**src/rtl/core/mfb_pkg.sv**
```systemverilog
package mfb_pkg;

  localparam int unsigned VERTICES_DEF = 16;
  localparam int unsigned KIND_W  = 2;
  localparam int unsigned VX_W    = 4;
  localparam int unsigned CAP_W   = 16;
  localparam int unsigned RES_W   = 17;
  localparam int unsigned VAL_W   = 20;
  localparam int unsigned PADDR_W = 3;
  localparam int unsigned PDATA_W = 32;

  localparam logic [VAL_W-1:0] FLOW_MAX = '1;

  localparam logic [KIND_W-1:0] KIND_LOAD = 2'd0;
  localparam logic [KIND_W-1:0] KIND_RUN  = 2'd1;
  localparam logic [KIND_W-1:0] KIND_READ = 2'd2;

  localparam logic REPLY_FLOW = 1'b0;
  localparam logic REPLY_READ = 1'b1;

  // register index, taken from paddr bit 2
  localparam logic REG_SOURCE = 1'b0;
  localparam logic REG_SINK   = 1'b1;

  localparam logic [VX_W-1:0] SOURCE_RST = 4'd1;
  localparam logic [VX_W-1:0] SINK_RST   = 4'd2;

  typedef enum logic [4:0] {
    DP_NOP,
    DP_CLEAR,
    DP_LOAD,
    DP_READ,
    DP_RUN_INIT,
    DP_BFS_INIT,
    DP_POP,
    DP_SCAN_RD,
    DP_SCAN_CHK,
    DP_WALK_INIT,
    DP_WALK_RD,
    DP_NECK_CHK,
    DP_UPD_WRF,
    DP_UPD_WRR,
    DP_FLOW_ADD,
    DP_OUT_READ,
    DP_OUT_FLOW
  } dp_op_e;

  typedef struct packed {
    dp_op_e op;
  } cmd_t;

  typedef struct packed {
    logic clr_last;
    logic run_ok;
    logic q_empty;
    logic hit;
    logic v_snk;
    logic v_last;
    logic walk_done;
  } stat_t;

  function automatic logic vertex_ok(logic [VX_W-1:0] v, int unsigned n);
    return (v != '0) && (32'(v) < n);
  endfunction

endpackage

```
**src/rtl/core/mfb_ctrl.sv**
```systemverilog
module mfb_ctrl (
  input  logic                          clk_i,
  input  logic                          rst_ni,
  input  logic                          in_valid_i,
  input  logic [mfb_pkg::KIND_W-1:0]    in_kind_i,
  output logic                          in_ready_o,
  output logic                          out_valid_o,
  input  logic                          out_ready_i,
  input  mfb_pkg::stat_t                stat_i,
  output mfb_pkg::cmd_t                 cmd_o
);

  localparam logic [3:0] S_CLEAR    = 4'd0;
  localparam logic [3:0] S_IDLE     = 4'd1;
  localparam logic [3:0] S_READ_OUT = 4'd2;
  localparam logic [3:0] S_RUN      = 4'd3;
  localparam logic [3:0] S_POP      = 4'd4;
  localparam logic [3:0] S_SCAN_RD  = 4'd5;
  localparam logic [3:0] S_SCAN_CHK = 4'd6;
  localparam logic [3:0] S_NECK_RD  = 4'd7;
  localparam logic [3:0] S_NECK_CHK = 4'd8;
  localparam logic [3:0] S_UPD_RDF  = 4'd9;
  localparam logic [3:0] S_UPD_WRF  = 4'd10;
  localparam logic [3:0] S_UPD_WRR  = 4'd11;
  localparam logic [3:0] S_FLOW_ADD = 4'd12;
  localparam logic [3:0] S_RUN_OUT  = 4'd13;

  logic [3:0] state_q, state_d;
  logic       out_valid_q, out_valid_d;
  logic       out_free, accept;

  assign in_ready_o  = (state_q == S_IDLE);
  assign accept      = in_valid_i && in_ready_o;
  assign out_free    = !out_valid_q || out_ready_i;
  assign out_valid_o = out_valid_q;

  always_comb begin
    state_d     = state_q;
    cmd_o.op    = mfb_pkg::DP_NOP;
    out_valid_d = out_ready_i ? 1'b0 : out_valid_q;
    case (state_q)
      S_CLEAR: begin
        cmd_o.op = mfb_pkg::DP_CLEAR;
        if (stat_i.clr_last) begin
          state_d = S_IDLE;
        end
      end
      S_IDLE: begin
        if (accept) begin
          case (in_kind_i)
            mfb_pkg::KIND_LOAD: cmd_o.op = mfb_pkg::DP_LOAD;
            mfb_pkg::KIND_READ: begin
              cmd_o.op = mfb_pkg::DP_READ;
              state_d  = S_READ_OUT;
            end
            mfb_pkg::KIND_RUN: begin
              cmd_o.op = mfb_pkg::DP_RUN_INIT;
              state_d  = stat_i.run_ok ? S_RUN : S_RUN_OUT;
            end
            default: ;
          endcase
        end
      end
      S_READ_OUT: begin
        if (out_free) begin
          cmd_o.op    = mfb_pkg::DP_OUT_READ;
          out_valid_d = 1'b1;
          state_d     = S_IDLE;
        end
      end
      S_RUN: begin
        cmd_o.op = mfb_pkg::DP_BFS_INIT;
        state_d  = S_POP;
      end
      S_POP: begin
        if (stat_i.q_empty) begin
          state_d = S_RUN_OUT;
        end else begin
          cmd_o.op = mfb_pkg::DP_POP;
          state_d  = S_SCAN_RD;
        end
      end
      S_SCAN_RD: begin
        cmd_o.op = mfb_pkg::DP_SCAN_RD;
        state_d  = S_SCAN_CHK;
      end
      S_SCAN_CHK: begin
        cmd_o.op = mfb_pkg::DP_SCAN_CHK;
        if (stat_i.hit && stat_i.v_snk) begin
          state_d = S_NECK_RD;
        end else if (stat_i.v_last) begin
          state_d = S_POP;
        end else begin
          state_d = S_SCAN_RD;
        end
      end
      S_NECK_RD: begin
        if (stat_i.walk_done) begin
          // restart the walk for the update pass
          cmd_o.op = mfb_pkg::DP_WALK_INIT;
          state_d  = S_UPD_RDF;
        end else begin
          cmd_o.op = mfb_pkg::DP_WALK_RD;
          state_d  = S_NECK_CHK;
        end
      end
      S_NECK_CHK: begin
        cmd_o.op = mfb_pkg::DP_NECK_CHK;
        state_d  = S_NECK_RD;
      end
      S_UPD_RDF: begin
        if (stat_i.walk_done) begin
          state_d = S_FLOW_ADD;
        end else begin
          cmd_o.op = mfb_pkg::DP_WALK_RD;
          state_d  = S_UPD_WRF;
        end
      end
      S_UPD_WRF: begin
        cmd_o.op = mfb_pkg::DP_UPD_WRF;
        state_d  = S_UPD_WRR;
      end
      S_UPD_WRR: begin
        cmd_o.op = mfb_pkg::DP_UPD_WRR;
        state_d  = S_UPD_RDF;
      end
      S_FLOW_ADD: begin
        cmd_o.op = mfb_pkg::DP_FLOW_ADD;
        state_d  = S_RUN;
      end
      S_RUN_OUT: begin
        if (out_free) begin
          cmd_o.op    = mfb_pkg::DP_OUT_FLOW;
          out_valid_d = 1'b1;
          state_d     = S_IDLE;
        end
      end
      default: state_d = S_IDLE;
    endcase
  end

  always_ff @(posedge clk_i or negedge rst_ni) begin
    if (!rst_ni) begin
      state_q     <= S_CLEAR;
      out_valid_q <= 1'b0;
    end else begin
      state_q     <= state_d;
      out_valid_q <= out_valid_d;
    end
  end

`ifndef SYNTHESIS
  a_no_overwrite: assert property (@(posedge clk_i) disable iff (!rst_ni)
    (out_valid_q && !out_ready_i) |->
      (cmd_o.op != mfb_pkg::DP_OUT_READ && cmd_o.op != mfb_pkg::DP_OUT_FLOW))
    else $error("result register overwritten while stalled");

  a_out_drop: assert property (@(posedge clk_i) disable iff (!rst_ni)
    $fell(out_valid_q) |-> $past(out_ready_i))
    else $error("result dropped without handshake");

  a_read_path: assert property (@(posedge clk_i) disable iff (!rst_ni)
    (accept && in_kind_i == mfb_pkg::KIND_READ) |=> (state_q == S_READ_OUT))
    else $error("read item did not go to reply");
`endif

endmodule

```
**config.mk**
```make
export PLATFORM = sky130hd
export DESIGN_NAME = mfb_ctrl
export DESIGN_NICKNAME = d
export VERILOG_FILES = /design/src/rtl/core/mfb_pkg.sv /design/src/rtl/core/mfb_ctrl.sv
export SDC_FILE = /design/constraint.sdc
export NUM_CORES = 1
export LEC_CHECK = 0
export ABC_CLOCK_PERIOD_IN_PS = 2150
export BUFFER_PORTS_ARGS = -buffer_cell sky130_fd_sc_hd__buf_2
export CAP_MARGIN = 40
export CORE_MARGIN = 3
export CORE_UTILIZATION = 40
export DETAILED_ROUTE_END_ITERATION = 8
export PLACE_DENSITY = 0.77
export RECOVER_POWER = 100
export SLEW_MARGIN = 15
export SYNTH_ARGS = -nofsm -noshare
export SYNTH_HDL_FRONTEND = slang
export SYNTH_SLANG_ARGS = --single-unit
```
**constraint.sdc**
```tcl
create_clock -name clk_i -period 2.15 [get_ports clk_i]
set_input_delay 0.1075 -clock clk_i [delete_from_list [all_inputs] [get_ports clk_i]]
set_output_delay 0.1075 -clock clk_i [all_outputs]
set_load 0.03 [all_outputs]
```
* Yosys cells after proc, flatten, opt, wreduce, memory -nomap -nowiden
Cells that the tools add are included.
** Storage, ports and cells
- Bits of input ports :: 13
- Word-level logic and storage cells :: 51
- Output and inout port bits :: 7
- Register bits after elaboration :: 5
** Operators by class
- Equal/unequal tests :: 19
- Mux-type cells :: 22
- Reduce and logical (&&, ||, !) cells :: 8
** Operator list (count)
- $pmux 5 s14 :: 1
- $pmux 4 s13 :: 1
- $mux 4 :: 7
- $eq 4x4->1 const B :: 6
- $eq 4x3->1 const B :: 4
- $mux 3 :: 3
- $pmux 3 s3 :: 1
- $eq 4x2->1 const B :: 2
- $pmux 4 s2 :: 1
- $mux 1 :: 5
- $mux 5 :: 1
- $eq 4x1->1 const B :: 1
- $logic_not 4->1 :: 1
- $mux 2 :: 2
- $ne 2x1->1 const B :: 2
- $reduce_and 4->1 :: 1
- $ne 3x1->1 const B :: 1
- $eq 2x1->1 const B :: 1
- $eq 2x2->1 const B :: 1
- $logic_and 1x1->1 :: 2
- $logic_not 2->1 :: 1
- $ne 2x2->1 const B :: 1
- $reduce_or 2->1 :: 1
- $logic_not 1->1 :: 1
- $logic_or 1x1->1 :: 1

* Depth between registers and ports, before layout
Gate-level depths: netlist of run 1.
- Depth in word-level cells :: 4
- Depth in mapped cells :: 6
- Gate-level depth less buffers :: 5

* Least setup slack after synthesis of run 1
OpenSTA, ideal clock, no wires.
- Kind :: reg2out
- Start point :: register state_q[1]
- End point :: output port cmd_o[3] (netlist bit)
- Buffers on the path :: 2
- Slack :: 0.137 ns
- Stages on the path, launching flop included :: 4
- Arrival :: 1.905 ns
- Cell sequence :: dfrtp_1 -> buf_2 -> buf_2 -> o311ai_0
** RTL lines
- start, declared :: RTL line mfb_ctrl.sv:28 : logic [3:0] state_q, state_d;
- start signal, assigned :: RTL line mfb_ctrl.sv:147 : state_q <= state_d;
- end, declared :: RTL line mfb_ctrl.sv:10 : output mfb_pkg::cmd_t cmd_o

==> flow_summary_export.csv, run 1 <==
group,metric,value,unit
synthesis,seq_area_frac_synth,19.6,%
pwr,switchingPower,545,uW
floorplanning,core,1400,um2
clock_tree,root_buffer,"clkbuf_4",
final_layout,area_delta_synth_final,15.5,%
worst_hold_path,min-delay-start,"out_ready_i",
placement,io_buffers,19,
global_routing,antenna_found_initial,0,
final_layout,final_common_cell,"buf_2",
placement,placed_area,723,um2
synthesis,synth-seq-cells,5,
setup_path,path_max_fanout,15,
pwr,switching_share,55.0,%
floorplanning,io_pins,20,
final_layout,finalInstanceArea,738,um2
pwr,sequentialPowerShare,23.3,%
global_routing,grt-ovfl-total,0,
clock_tree,clkTransAtPathRegs,40,ps
pwr,p_leak,0.321,nW
synthesis,syn_inst,87,
floorplanning,die_x,46.0,um
route,wl,1.73,mm
pwr,combPwrFrac,65.7,%
setup_path,r2r_slack,250,ps
clock_tree,cts_tree,"done",
final_layout,multi_input_area,453,um2
global_routing,grt_usage,18.1,%
synthesis,synth_area,639,um2
synthesis,yosys_most_used_dff,"dfrtp_1",
final_layout,layout-drive-gt1-share,22.6,%
setup_path,reg2reg_from,"state_q[3]",
global_routing,first_global_vias,667,
synthesis,ys_types,42,
timing,period_share,90.8,%
timing,worstMarginPinSlew,545,ps
timing,setup_viol_count_final,0,
route,wl_per_cell,14.3,um
global_routing,grt_max_degree,20,
timing,maxSlewViolCount,0,
setup_path,worstReg2RegEnd,"state_q[3]",
pwr,irDropWorstVdd,0.000672,V
timing,setup_slack,198,ps
synthesis,syn_nets,100,
final_layout,antennaDiodeCount,0,
route,ant_nets,0,
pwr,finalPower,990,uW
clock_tree,clk_path_buf_depth,2,
floorplanning,dieArea,2110,um2
pwr,power.density,1340,nW/um2
outcome,status,"completed",
clock_tree,cts_repair_resize_count,0,
placement,post-place-ws,474,ps
timing,tns,0,ps
synthesis,synth_edf_count,0,
timing,final_hold_viol_count,0,
clock_tree,cts_sinks,5,
worst_hold_path,min_path_type,"in2reg",
timing,max_freq,512,MHz
timing,rsz0062_at_grt,"false",
setup_path,arrival,1840,ps
synthesis,async_flop_share,100,%
final_layout,regArea,125,um2
route,drc,0,
setup_path,start_kind,"flip-flop",
timing,fin_crit,1950,ps
timing,clock_skew,3.85,ps
timing,slew_headroom,63.7,%
final_layout,layout_common_cells,"buf_2 (12), nor2_1 (9), a21oi_1 (7), o21ai_0 (7), nand2_1 (6)",
synthesis,synth_area_per_cell,7.35,um2
clock_tree,clk-insertion-delay-late,250,ps
route,drtIter0Drc,28,
final_layout,nets,120,
placement,gp_congestion,0.868,
setup_path,crit_type,"reg2out",
floorplanning,initial_core_util,45.7,%
pwr,intPower,445,uW
setup_path,required,2040,ps
setup_path,end_kind,"output pin",
global_routing,grt_pass1_wl,2.79,mm
floorplanning,row_count,13,
clock_tree,cts_htree_levels,1,
route,num_vias,755,
worst_hold_path,holdPathStages,3,
floorplanning,dieHeight,46.0,um
clock_tree,cts_made_buffers,3,
flow_run,drv_cap,0,
placement,dpl.hpwl,1.27,mm
worst_hold_path,hold_path_end,"out_valid_o",
synthesis,yosysWarningCount,0,
route,drt_first_pass_iters,4,
final_layout,fillers,149,
pwr,clkPwrFrac,11.0,%
route,routed_via_density,6.24,
setup_path,r2r_cells,4,
==> registers in the layout (all words and copies together), names as in the netlist <==
register / count
out_valid_o: 1
state_q: 4
==> power groups by stage <==
stage	clock network [mW]	registers (mW)	logic [mW]
CTS	0.115	0.227	0.682
global route	0.123	0.237	0.708
global placement	0	0.227	0.673
finish	0.109	0.230	0.651
floorplan	0	0.166	0.607
detailed placement	0	0.228	0.678
==> cells by family after synthesis <==
group	synth area share, %
mux	1.57
xor+xnor	1.37
flops	19.6
simple gates	33.7
buf+inv	7.04
compound gates	36.8
==> synthesized netlist by cell type (all sizes together) (2+ instances only) <==
cell type	number	area, um2
a211o	2	18.8
a211oi	2	20.0
a21oi	7	35.0
a22o	2	17.5
a32oi	2	17.5
buf	5	33.8
dfrtp	5	125
inv	2	7.50
nand2	6	22.5
nand2b	4	27.5
nand3	4	20.0
nor2	9	33.8
nor2b	4	25.0
nor3	3	15.0
o21ai	10	50.0
o22ai	2	26.3
or2b	2	18.8
==> worst max-delay path by stage <==
stage          startpoint         end  slack [ps]
2_1_floorplan  state_q[1]    cmd_o[3]         140
3_3_place_gp   state_q[1]    cmd_o[2]         490
3_5_place_dp   state_q[0]  state_q[2]         470
4_1_cts        state_q[1]    cmd_o[2]         210
5_1_grt        state_q[1]    cmd_o[3]          80
6_report       state_q[1]    cmd_o[2]         200
==> final cells by class <==
type                    count  area share, %
multi-input cells          74           61.4
flip-flops and latches      5           16.9
repair buffers             21           14.6
clock buffers               4           3.56
well taps                  15           2.54
inverters                   2           1.02
==> worst max-delay path, cell delays in order, from the launching register on <==
cell and delay, ps:
dfrtp_1 570, buf_4 230, mux2i_1 200, nor3_1 70, o32ai_1 290, clkbuf_2 250
==> routing by layer <==
metal / GRT usage, % / part of all wire [%] / vias up
li1: - / - / 366
met1: 22.5 / 43 / 349
met2: 28.8 / 47 / 34
met3: 3.95 / 7.2 / 6
met4: 9.09 / 2.3 / 0
met5: 0 / 0 / -
==> through the flow <==
step                      utilization, %  cells  hold WS [ps]
after floorplan                        -     87          -188
after global placement              51.7    116         -76.3
after detailed placement            51.7    116         -73.9
after CTS                           54.3    121           195
after global routing                52.8    121           238
final                               52.8    121           229
==> timing repair <==
action / CTS / global route
hold buffers: 1 / 0
buffers inserted: 0 / 0
endpoints found under the hold margin: 5 / 0
Note: power is estimated with default switching activity, not from simulation.
==> run 2, diff against run 1 <==
--- a/config.mk
+++ b/config.mk
@@ -5,13 +5,13 @@
 export SDC_FILE = /design/constraint.sdc
 export NUM_CORES = 1
 export LEC_CHECK = 0
-export ABC_CLOCK_PERIOD_IN_PS = 2150
+export ABC_CLOCK_PERIOD_IN_PS = 1600
 export BUFFER_PORTS_ARGS = -buffer_cell sky130_fd_sc_hd__buf_2
 export CAP_MARGIN = 40
 export CORE_MARGIN = 3
-export CORE_UTILIZATION = 40
+export CORE_UTILIZATION = 44
 export DETAILED_ROUTE_END_ITERATION = 8
-export PLACE_DENSITY = 0.77
+export PLACE_DENSITY = 0.85
 export RECOVER_POWER = 100
 export SLEW_MARGIN = 15
 export SYNTH_ARGS = -nofsm -noshare
==> constraint.sdc (replaced) <==
create_clock -name clk_i -period 1.6 [get_ports clk_i]
set_input_delay 0.08 -clock clk_i [delete_from_list [all_inputs] [get_ports clk_i]]
set_output_delay 0.08 -clock clk_i [all_outputs]
set_load 0.03 [all_outputs]
==> flow_summary_export.csv, run 2 (synthesis gave the netlist of run 1 again) <==
group,metric,value,unit
route,drc,0,
setup_path,worstPathCellList,"clkbuf_2 -> nand2_1 -> buf_4 -> o311ai_1 -> buf_4",
route,wl_per_cell,16.5,um
timing,maxSlewViolCount,0,
final_layout,final_common_cell,"buf_4",
final_layout,area_delta_synth_final,47.7,%
final_layout,top_register,"state_q",
floorplanning,initial_core_util,47.9,%
clock_tree,clk-insertion-delay-late,230,ps
setup_path,path_max_fanout,6,
floorplanning,row_count,13,
route,dr_wl_met3,198,um
setup_path,required,1520,ps
setup_path,arrival,1560,ps
setup_path,crit_type,"reg2out",
timing,max_freq,611,MHz
global_routing,grt_pass1_wl,3.51,mm
worst_hold_path,min_path_type,"in2async",
clock_tree,cts_made_buffers,3,
route,wl,2.27,mm
placement,io_buffers,19,
route,num_vias,868,
global_routing,grt_max_degree,18,
global_routing,antenna_found_initial,0,
placement,gp_congestion,0.889,
setup_path,start_kind,"flip-flop",
outcome,status,"finished, violations left",
setup_path,crit_slowest_cell,"dfrtp_2",
floorplanning,dieHeight,44.1,um
floorplanning,io_pins,20,
clock_tree,cts_sinks,5,
timing,fin_crit,1640,ps
setup_path,end_kind,"output pin",
route,wl_met1,905,um
final_layout,layout-drive-gt1-share,43.4,%
route,drtIter0Drc,55,
clock_tree,clk_path_buf_depth,2,
placement,dpl.hpwl,1.50,mm
clock_tree,root_buffer,"clkbuf_4",
floorplanning,die_x,44.1,um
outcome,failed_checks,"negative setup slack",
timing,rsz0062_at_grt,"true",
timing,setup_slack,-35.4,ps
timing,slew_headroom,75.1,%
global_routing,grt_usage,23.5,%
floorplanning,core,1330,um2
pwr,irDropWorstVdd,0.000971,V
route,drt_first_pass_iters,4,
global_routing,first_global_vias,781,
setup_path,cp_common_cell,"buf_4",
route,routed_via_density,6.34,
final_layout,nets,136,
route,routed.top_layer,"met4",
timing,holdWs,226,ps
final_layout,final_core_util,70.8,%
setup_path,cp_slowest_stage_delay,430,ps
pwr,finalPower,1.72,mW
timing,setup_viol_count_final,3,
clock_tree,cts_tree,"done",
route,dr_wl_met2,1.09,mm
final_layout,largest_reg_flops,4,
final_layout,layout_common_cells,"buf_4 (16), buf_2 (11), a21oi_1 (7)",
final_layout,antennaDiodeCount,0,
clock_tree,clkTransAtPathRegs,40,ps
route,ant_nets,0,
timing,worstMarginPinSlew,374,ps
clock_tree,cts_htree_levels,1,
floorplanning,dieArea,1950,um2
pwr,power.density,1820,nW/um2
setup_path,r2r_slack,30,ps
global_routing,grt-ovfl-total,0,
pwr,p_leak,0.425,nW
timing,final_hold_viol_count,0,
flow_run,drv_cap,0,
timing,period_share,102,%
timing,clock_skew,0.880,ps
run 2: what timing repair did:
action,4_1_cts,5_1_grt
buffers inserted,7,3
endpoints found under the setup margin,4,7
resized for setup,14,11
pin swaps,5,4
gates cloned,1,0
hold buffers,1,0
endpoints found under the hold margin,5,0
run 2: worst max-delay path, delay by kind of cell (launching register included):
| kind | cells | cell delay [ps] |
|---|---|---|
| buffers and inverters | 3 | 550 |
| DFF | 1 | 430 |
| AOI/OAI and AO/OA | 1 | 220 |
| and+or+nand+nor | 1 | 120 |
run 2: path summary, 6_finish.rpt:
check | start | end | cells past startpoint
min | rst_ni | state_q[0] | 2
min in group clk_i | out_ready_i | out_valid_o | 3
min reg2reg | out_valid_o | out_valid_o | 2
max reg2reg | state_q[2] | state_q[1] | 6
max | state_q[2] | cmd_o[3] | 5
max in group asynchronous | rst_ni | state_q[2] | 2
run 2: power breakdown:
group	switching (mW)	internal, mW
logic	0.771	0.576
registers	0.0572	0.179
clock network	0.0465	0.0940
run 2: routing by layer:
metal,global-route usage (%),vias to the layer above
li1,-,394
met1,30.7,396
met2,41.0,64
met3,0.813,14
met4,8.43,0
met5,0,-
run 2: area by class of cell:
cell class | count | area [um2]
clock buffer | 4 | 26.3
fill | 96 | 389
inverter | 2 | 10.0
multi-input combinational | 74 | 502
sequential | 5 | 129
tap | 15 | 18.8
timing repair buffer | 37 | 259
run 2: stage by stage:
stage	setup WS (ps)	instances	TNS (ps)	cell area, um2
after global routing	-114	137	-407	945
after global placement	136	121	0	768
after CTS	-25.5	134	-48.8	897
after floorplan	-18.8	87	-18.8	647
final	-35.4	137	-84.6	945
after detailed placement	71.5	121	0	768
